## src/rtl/fwmb_pkg.sv

```systemverilog
// Package for the forward-window motion blur block: field widths, parameter
// defaults, sequencer state type and window control struct.
// No dependencies; the window and top-level files use it.
`default_nettype none

package fwmb_pkg;

  // Largest blur amount the window is built for
  localparam int MAX_BLUR_DEF = 31;

  // Fixed field widths
  localparam int CHAN_W = 8;
  localparam int PIX_W  = 3 * CHAN_W;
  localparam int CFG_W  = 5;

  // Sequencer states
  typedef enum logic [2:0] {
    ST_IDLE,
    ST_CHECK,
    ST_LOAD,
    ST_ACC,
    ST_DIV_START,
    ST_DIV_WAIT,
    ST_OUT
  } state_t;

  // Window update requests from the sequencer
  typedef struct packed {
    logic push;
    logic pop;
  } win_ctrl_t;

endpackage

`default_nettype wire

```

## src/rtl/fwmb_window.sv

```systemverilog
// Pixel window of the motion blur block: circular buffer memory with head
// pointer and fill count, one registered read per cycle at head + offset.
// Depends on fwmb_pkg.
`default_nettype none

module fwmb_window #(
  parameter int DEPTH  = fwmb_pkg::MAX_BLUR_DEF + 1,
  parameter int ADDR_W = $clog2(DEPTH),
  parameter int FILL_W = $clog2(DEPTH + 1)
) (
  input  wire logic                      clk,
  input  wire logic                      rst,
  input  wire fwmb_pkg::win_ctrl_t       ctrl,
  input  wire logic [fwmb_pkg::PIX_W-1:0] push_data,
  input  wire logic [ADDR_W-1:0]         rd_index,
  output logic      [fwmb_pkg::PIX_W-1:0] rd_data,
  output logic      [FILL_W-1:0]         fill
);

  localparam logic [ADDR_W:0] DEPTH_W = (ADDR_W + 1)'(DEPTH);

  logic [fwmb_pkg::PIX_W-1:0] mem [DEPTH];
  logic [ADDR_W-1:0]          head;
  logic [ADDR_W:0]            wr_sum;
  logic [ADDR_W:0]            rd_sum;
  logic [ADDR_W-1:0]          wr_addr;
  logic [ADDR_W-1:0]          rd_addr;
  logic                       full;

  assign full = (fill == FILL_W'(DEPTH));

  // Wrap head + offset back into the buffer
  always_comb begin
    wr_sum  = {1'b0, head} + {1'b0, fill[ADDR_W-1:0]};
    rd_sum  = {1'b0, head} + {1'b0, rd_index};
    wr_addr = (wr_sum >= DEPTH_W) ? ADDR_W'(wr_sum - DEPTH_W) : wr_sum[ADDR_W-1:0];
    rd_addr = (rd_sum >= DEPTH_W) ? ADDR_W'(rd_sum - DEPTH_W) : rd_sum[ADDR_W-1:0];
  end

  // Write the pushed pixel behind the newest one; read is always registered
  always_ff @(posedge clk) begin
    if (ctrl.push && !full) begin
      mem[wr_addr] <= push_data;
    end
    rd_data <= mem[rd_addr];
  end

  // Advance head on pop, count held pixels
  always_ff @(posedge clk) begin
    if (rst) begin
      head <= '0;
      fill <= '0;
    end else if (ctrl.push && !full) begin
      fill <= fill + FILL_W'(1);
    end else if (ctrl.pop) begin
      head <= (head == ADDR_W'(DEPTH - 1)) ? '0 : head + ADDR_W'(1);
      fill <= fill - FILL_W'(1);
    end
  end

  a_fill_bound: assert property (@(posedge clk) disable iff (rst)
    fill <= FILL_W'(DEPTH))
    else $error("window fill above depth");

  a_pop_nonempty: assert property (@(posedge clk) disable iff (rst)
    ctrl.pop |-> fill != '0)
    else $error("pop from empty window");

  a_pop_count: assert property (@(posedge clk) disable iff (rst)
    ctrl.pop && !ctrl.push |=> fill == $past(fill) - FILL_W'(1))
    else $error("fill did not drop after pop");

endmodule

`default_nettype wire

```

## src/rtl/fwmb_div.sv

```systemverilog
// Restoring divider shared by the three color channels, one quotient bit
// per cycle. Divisor must be nonzero.
// No package dependency; instanced by the top level.
`default_nettype none

module fwmb_div #(
  parameter int NUM_W = 13,
  parameter int DEN_W = 7
) (
  input  wire logic             clk,
  input  wire logic             rst,
  input  wire logic             start,
  input  wire logic [NUM_W-1:0] num,
  input  wire logic [DEN_W-1:0] den,
  output logic                  done,
  output logic      [NUM_W-1:0] quot
);

  localparam int CNT_W = $clog2(NUM_W + 1);

  logic [DEN_W-1:0] rem;
  logic [DEN_W-1:0] den_r;
  logic [CNT_W-1:0] cnt;
  logic             busy;
  logic [DEN_W:0]   trial;
  logic [DEN_W:0]   diff;
  logic             ge;

  // One restoring step: shift in the next dividend bit, subtract if it fits
  always_comb begin
    trial = {rem, quot[NUM_W-1]};
    ge    = trial >= {1'b0, den_r};
    diff  = trial - {1'b0, den_r};
  end

  // Datapath: remainder and quotient shift register
  always_ff @(posedge clk) begin
    if (start) begin
      rem   <= '0;
      quot  <= num;
      den_r <= den;
    end else if (busy) begin
      rem  <= ge ? diff[DEN_W-1:0] : trial[DEN_W-1:0];
      quot <= {quot[NUM_W-2:0], ge};
    end
  end

  // Step counter and done pulse
  always_ff @(posedge clk) begin
    if (rst) begin
      busy <= 1'b0;
      cnt  <= '0;
      done <= 1'b0;
    end else begin
      done <= 1'b0;
      if (start) begin
        busy <= 1'b1;
        cnt  <= CNT_W'(NUM_W);
      end else if (busy) begin
        cnt <= cnt - CNT_W'(1);
        if (cnt == CNT_W'(1)) begin
          busy <= 1'b0;
          done <= 1'b1;
        end
      end
    end
  end

  a_done_after_busy: assert property (@(posedge clk) disable iff (rst)
    done |-> $past(busy) && !busy)
    else $error("divider done without a running division");

  a_start_busy: assert property (@(posedge clk) disable iff (rst)
    start |=> busy && cnt == CNT_W'(NUM_W))
    else $error("divider did not start");

  a_no_restart: assert property (@(posedge clk) disable iff (rst)
    busy |-> !start)
    else $error("divider restarted while busy");

endmodule

`default_nettype wire

```

## src/rtl/forward_window_motion_blur_top.sv

```systemverilog
// Forward-window motion blur: one input pixel per transfer, a pixel comes out
// once its N successors are held, or at a row end. No input is taken while
// a result is in work. Results go through one shared divider.
// Reset (rst, synchronous): window empty, blur_amount 0, no result pending.
`default_nettype none

module forward_window_motion_blur_top #(
  parameter int MAX_BLUR = fwmb_pkg::MAX_BLUR_DEF
) (
  input  wire logic                          clk,
  input  wire logic                          rst,
  // Configuration write: blur_amount
  input  wire logic                          cfg_valid,
  output logic                               cfg_ready,
  input  wire logic [fwmb_pkg::CFG_W-1:0]    cfg_data,
  // Input pixels
  input  wire logic                          s_tvalid,
  output logic                               s_tready,
  input  wire logic [fwmb_pkg::PIX_W-1:0]    s_tdata,  // red, green, blue
  input  wire logic                          s_tlast,  // row_end
  // Blurred pixels
  output logic                               m_tvalid,
  input  wire logic                          m_tready,
  output logic      [fwmb_pkg::PIX_W-1:0]    m_tdata,  // red_out, green_out, blue_out
  output logic                               m_tlast,  // row_last_out
  output logic      [0:0]                    m_tuser   // run_last
);

  localparam int DEPTH  = MAX_BLUR + 1;
  localparam int ADDR_W = $clog2(DEPTH);
  localparam int FILL_W = $clog2(DEPTH + 1);
  localparam int SUM_W  = $clog2(256 * DEPTH);
  localparam int DEN_W  = FILL_W + 1;
  localparam int CW     = fwmb_pkg::CHAN_W;

  fwmb_pkg::state_t    state;
  fwmb_pkg::state_t    state_next;
  fwmb_pkg::win_ctrl_t win_ctrl;

  logic [fwmb_pkg::CFG_W-1:0] blur_amount;
  logic [FILL_W-1:0]          n_eff;
  logic [FILL_W-1:0]          fill;
  logic [FILL_W-1:0]          fill_m1;
  logic [fwmb_pkg::PIX_W-1:0] rd_data;
  logic                       row_flag;
  logic                       emit;
  logic                       cont;
  logic [ADDR_W-1:0]          k;
  logic [ADDR_W-1:0]          idx;
  logic [DEN_W-1:0]           den;
  logic [SUM_W-1:0]           sum [3];
  logic [CW-2:0]              half [3];
  logic [1:0]                 ch;
  logic                       div_start;
  logic                       div_done;
  logic [SUM_W-1:0]           quot;
  logic [fwmb_pkg::PIX_W-1:0] out_px;
  logic                       out_row_last;
  logic                       out_run_last;
  logic [FILL_W-1:0]          k_full;

  assign cfg_ready = 1'b1;

  // Hold the blur amount
  always_ff @(posedge clk) begin
    if (rst) begin
      blur_amount <= '0;
    end else if (cfg_valid) begin
      blur_amount <= cfg_data;
    end
  end

  // Effective N, and whether the window has a pixel to emit now and after it
  always_comb begin
    n_eff   = (int'(blur_amount) > MAX_BLUR) ? FILL_W'(MAX_BLUR) : FILL_W'(blur_amount);
    fill_m1 = fill - FILL_W'(1);
    emit    = (fill > n_eff) || (row_flag && fill != '0);
    cont    = (fill_m1 > n_eff) || (row_flag && fill_m1 != '0);
    k_full  = (n_eff < fill_m1) ? n_eff : fill_m1;
  end

  fwmb_window #(
    .DEPTH  (DEPTH),
    .ADDR_W (ADDR_W),
    .FILL_W (FILL_W)
  ) u_window (
    .clk       (clk),
    .rst       (rst),
    .ctrl      (win_ctrl),
    .push_data (s_tdata),
    .rd_index  (idx),
    .rd_data   (rd_data),
    .fill      (fill)
  );

  fwmb_div #(
    .NUM_W (SUM_W),
    .DEN_W (DEN_W)
  ) u_div (
    .clk   (clk),
    .rst   (rst),
    .start (div_start),
    .num   (sum[ch]),
    .den   (den),
    .done  (div_done),
    .quot  (quot)
  );

  // Next state
  always_comb begin
    state_next = state;
    case (state)
      fwmb_pkg::ST_IDLE: begin
        if (s_tvalid) state_next = fwmb_pkg::ST_CHECK;
      end
      fwmb_pkg::ST_CHECK: begin
        state_next = emit ? fwmb_pkg::ST_LOAD : fwmb_pkg::ST_IDLE;
      end
      fwmb_pkg::ST_LOAD: begin
        state_next = fwmb_pkg::ST_ACC;
      end
      fwmb_pkg::ST_ACC: begin
        state_next = (idx == k) ? fwmb_pkg::ST_DIV_START : fwmb_pkg::ST_LOAD;
      end
      fwmb_pkg::ST_DIV_START: begin
        state_next = fwmb_pkg::ST_DIV_WAIT;
      end
      fwmb_pkg::ST_DIV_WAIT: begin
        if (div_done) begin
          state_next = (ch == 2'd2) ? fwmb_pkg::ST_OUT : fwmb_pkg::ST_DIV_START;
        end
      end
      fwmb_pkg::ST_OUT: begin
        if (m_tready) state_next = fwmb_pkg::ST_CHECK;
      end
      default: state_next = fwmb_pkg::ST_IDLE;
    endcase
  end

  // Handshake and unit control
  always_comb begin
    s_tready      = (state == fwmb_pkg::ST_IDLE);
    m_tvalid      = (state == fwmb_pkg::ST_OUT);
    win_ctrl.push = (state == fwmb_pkg::ST_IDLE) && s_tvalid;
    win_ctrl.pop  = (state == fwmb_pkg::ST_OUT) && m_tready;
    div_start     = (state == fwmb_pkg::ST_DIV_START);
  end

  always_ff @(posedge clk) begin
    if (rst) begin
      state <= fwmb_pkg::ST_IDLE;
    end else begin
      state <= state_next;
    end
  end

  // Datapath: latch row flag, sum the window, collect quotients
  always_ff @(posedge clk) begin
    case (state)
      fwmb_pkg::ST_IDLE: begin
        if (s_tvalid) row_flag <= s_tlast;
      end
      fwmb_pkg::ST_CHECK: begin
        k            <= k_full[ADDR_W-1:0];
        den          <= {k_full + FILL_W'(1), 1'b0};
        idx          <= '0;
        ch           <= '0;
        out_run_last <= !cont;
        out_row_last <= row_flag && fill_m1 == '0;
      end
      fwmb_pkg::ST_ACC: begin
        for (int c = 0; c < 3; c++) begin
          if (idx == '0) begin
            half[c] <= rd_data[c*CW+1 +: CW-1];
            sum[c]  <= SUM_W'(rd_data[c*CW+1 +: CW-1]);
          end else begin
            sum[c] <= sum[c] + SUM_W'(rd_data[c*CW +: CW]);
          end
        end
        if (idx != k) idx <= idx + ADDR_W'(1);
      end
      fwmb_pkg::ST_DIV_WAIT: begin
        if (div_done) begin
          out_px[ch*CW +: CW] <= CW'(SUM_W'(half[ch]) + quot);
          ch <= ch + 2'd1;
        end
      end
      default: begin
      end
    endcase
  end

  assign m_tdata    = out_px;
  assign m_tlast    = out_row_last;
  assign m_tuser[0] = out_run_last;

  a_busy_not_ready: assert property (@(posedge clk) disable iff (rst)
    s_tvalid && s_tready |=> !s_tready)
    else $error("input taken while a pixel is in work");

  a_out_blocks_in: assert property (@(posedge clk) disable iff (rst)
    m_tvalid |-> !s_tready)
    else $error("input ready while a result is pending");

  a_run_end_idle: assert property (@(posedge clk) disable iff (rst)
    m_tvalid && m_tready && m_tuser[0] |-> ##2 s_tready)
    else $error("block did not return to idle after the last result");

  a_row_last_run_last: assert property (@(posedge clk) disable iff (rst)
    m_tvalid && m_tlast |-> m_tuser[0])
    else $error("row end result is not the last of its run");

endmodule

`default_nettype wire
```

## config.mk

```make
export PLATFORM = sky130hd
export DESIGN_NAME = forward_window_motion_blur_top
export DESIGN_NICKNAME = d
export VERILOG_FILES = /design/src/rtl/fwmb_pkg.sv /design/src/rtl/fwmb_window.sv /design/src/rtl/fwmb_div.sv /design/src/rtl/forward_window_motion_blur_top.sv
export SDC_FILE = /design/constraint.sdc
export NUM_CORES = 1
export LEC_CHECK = 0
export BUFFER_PORTS_ARGS = -buffer_cell sky130_fd_sc_hd__buf_2
export CAP_MARGIN = 15
export CORE_UTILIZATION = 39
export CTS_BUF_LIST = sky130_fd_sc_hd__clkbuf_4 sky130_fd_sc_hd__clkbuf_8 sky130_fd_sc_hd__clkbuf_16
export DETAILED_ROUTE_END_ITERATION = 8
export GPL_ROUTABILITY_DRIVEN = 0
export SLEW_MARGIN = 20
export SYNTH_ARGS = -nofsm -noshare
export SYNTH_HDL_FRONTEND = slang
export SYNTH_SLANG_ARGS = --single-unit
```

## constraint.sdc

```tcl
create_clock -name clk -period 4.8 [get_ports clk]
set_input_delay 0.48 -clock clk [delete_from_list [all_inputs] [get_ports clk]]
set_output_delay 0.48 -clock clk [all_outputs]
set_load 0.02 [all_outputs]
```

==> summary.txt <==
CTS
  • H-tree levels: 3
  • Max Buffers Root-to-Sink: 3
  • Postcts setup bufs: 0
  • Hold bufs inserted after CTS: 0
  • Clock root buffer: clkbuf_16
  • Num CTS Buffers: between 90 and 100
  • CTS resizes: 0
  • CTS tree: done
  • Clock tree sinks: 950
  • Clk slew on worst S/H paths: 60 ps
  • Worst skew pair latency: approximately 700 ps

Timing
  • Final worst-path cycle share: 0.845
  • Final setup margin: 744 ps
  • Tmin final: 4060 ps
  • Measured slew at the worst slew-check pin: between 1000 and 1500 ps
  • RSZ-0062 raised after global routing: false
  • Final setup viols: 0
  • F_max: 247 MHz
  • Slew Limit Headroom: 0.304
  • Smallest hold slack: ~47 ps
  • Setup Skew: 43.3 ps
  • Final Max Tran Viols: 0
  • Setup TNS: 0 ps
  • Final hold violations: 0

Logic synthesis
  • Net Count, Synth: approximately 2300
  • FFs w/ async S/R, synth: 0
  • Synth Instances: about 2200
  • Syn avg cell area: approximately 18 µm²
  • Number of flops mapped to enable cells by yosys: 892
  • Synth warnings: 0
  • Seq/Total Area, Yosys: 0.707
  • Main synth FF type: edfxtp_1
  • Synthesized flop and latch total: 950
  • Synthesized area: 39500 µm²
  • Yosys cell types: between 70 and 80

Floorplanning
  • Core area: 100000 µm²
  • Die area: slightly above 100000 µm²
  • FP Rows: 116
  • Starting density of the core: 0.394
  • Num ports: 64
  • DIE HEIGHT: 320 µm
  • DIE WIDTH: 320 µm

Setup path
  • Buf/Inv on CP: 1
  • Reg2Reg Setup Slack: 740 ps
  • Critical path's largest stage delay: 620 ps
  • Worst EP arrival: roughly 4400 ps
  • Cell family with most CP delay: adder cells
  • Critical Path Most Common Cell: ha_1
  • CP required: 5170 ps
  • Crit path kind: flop to flop
  • Worst path slowest cell: dfxtp_1
  • CP endpoint kind: flop
  • Crit-path max FO: 17
  • Startpoint Class: flop
  • Crit-path cells: inv_1, ha_1, nor3b_1, xnor2_1, ha_1, a21o_1, o211ai_4, nand2_1, o21ai_0, ha_1, nor3b_1, xor2_1, o21ai_0

Routing
  • DRT antenna net count: 0
  • Pre-antenna DRT Iters: 5
  • Detailed-route via count: ~21000
  • Drt total wl: around 94000 µm
  • Via density: 5.53
  • Initial DRC Count: between 1500 and 2000
  • DR WL/cell: ~25 µm
  • # DRC: 0

Placement
  • IO buf count: 62
  • Hpwl dp: between 50000 and 60000 µm
  • Dpl ws: 776 ps

Cells and area
  • Layout Nets: 2447
  • Layout cells sized above 1: 0.250
  • Commonest cells after routing, fill and taps aside: edfxtp_1 (892), mux4_2 (192), clkbuf_16 (97)
  • Most common cell after layout, fill and taps aside: edfxtp_1
  • Layout area overhead: 15.2%

Power and ir drop
  • PD cells: roughly 420 nW/µm²
  • Maximum vdd drop: 313 µV
  • Leak: about 15 nW

GRT
  • Largest net degree at the start of global routing: between 50 and 60
  • Initial antenna violation count: 4
  • Vias in the first global route: ~21000
  • First-pass GRT wire length: approximately 140000 µm
  • Congestion Overflow GR: 0
  • Gr usage total: 0.185

Hold path
  • Hold Path Class: primary input to flop

Flow run
  • Maxcap violations: 0

Run status
  • Outcome: complete, no violations
[worst register-to-register path, cell delays in order (launching register included)]
cell and delay [ps]:
dfxtp_1 620, inv_1 240, ha_1 300, nor3b_1 160, xnor2_1 480, ha_1 350
a21o_1 210, o211ai_4 380, nand2_1 140, o21ai_0 140, ha_1 250, nor3b_1 250
xor2_1 160, o21ai_0 100
[through the flow]
step	power [W]	area (µm²)	cells	util
final	0.0190	45500	3776	0.454
after global placement	0.0110	42000	3592	0.419
after global routing	0.0196	45500	3775	0.454
after CTS	0.0191	45500	3775	0.454
after floorplan	0.0105	39500	2202	-
after detailed placement	0.0111	42000	3592	0.419
[layer usage]
layer | routed length (µm) | part of all wire | GRT usage | up-vias
met2 | 45800 | 0.49 | 0.305 | 604
met3 | 5230 | 0.056 | 0.0313 | 133
met4 | 1890 | 0.020 | 0.0465 | 4
met1 | 40800 | 0.44 | 0.253 | 10950
li1 | - | - | - | 9178
met5 | 24 | 0.00026 | 0 | -
[where the power goes]
group	internal [W]	total, W	switching, W
clock	0.00485	0.00806	0.00321
combinational	0.000655	0.00155	0.000895
sequential	0.00920	0.00936	0.000152
total	0.0147	0.0190	0.00426
[cell usage after synthesis, drive strengths merged, types with 22 or more instances]
cell    count  area [µm²]
xor2       22         193
buf        58         349
nand3      42         215
dfxtp      58        1160
clkbuf     42         158
xnor2      27         236
a21oi      64         324
nand2      84         315
mux2i      82         821
o22ai      27         169
ha         71         888
a221oi     26         228
nor2      100         375
inv        46         173
mux4      192        4320
edfxtp    892       26800
o21ai      76         380
mux2       50         563
[state kept, by name, summed over array words and instances (netlist names), 6 cells and up, named ones only]
register	flops
u_div.rem	7
u_div.quot	13
u_window.rd_data	24
den	6
u_window.mem	768
half	21
u_div.den_r	6
u_window.fill	6
sum	39
m_tdata	24
[cells by family (layout without fill, tap and decap cells)]
| kind of cell | Yosys count | after routing | synth area share |
|---|---|---|---|
| flip-flops | 950 | 950 | 0.707 |
| AND/OR/NAND/NOR | 370 | 370 | 0.0480 |
| multiplexers | 324 | 324 | 0.144 |
| AO/OA/AOI/OAI | 283 | 283 | 0.0466 |
| buffers and inverters | 147 | 363 | 0.0173 |
| adder cells (fa/ha/maj) | 78 | 78 | 0.0260 |
| XOR/XNOR | 49 | 49 | 0.0109 |
| other | 1 | 2 | 0.0000948 |
[final timing paths]
path,startpoint,end,depth (start not counted)
setup / recovery,u_window.fill[0]$_SDFFE_PP0P_,den[5]$_DFFE_PP_,13
hold / removal,s_tlast,row_flag$_DFFE_PP_,1
setup reg to reg,u_window.fill[0]$_SDFFE_PP0P_,den[5]$_DFFE_PP_,13
hold reg to reg,den[3]$_DFFE_PP_,u_div.den_r[3]$_DFFE_PP_,0
[area by class of cell]
| cell class | instances | area [µm²] |
|---|---|---|
| Sequential cell | 950 | 27900 |
| Clock inverter | 43 | 664 |
| Antenna cell | 1 | 2.50 |
| Tap cell | 1357 | 1700 |
| Fill cell | 8489 | 54800 |
| Timing Repair Buffer | 133 | 1010 |
| Multi-Input combinational cell | 1105 | 11200 |
| Clock buffer | 140 | 2840 |
| Inverter | 47 | 176 |
Power figures use the tool's default switching activity.
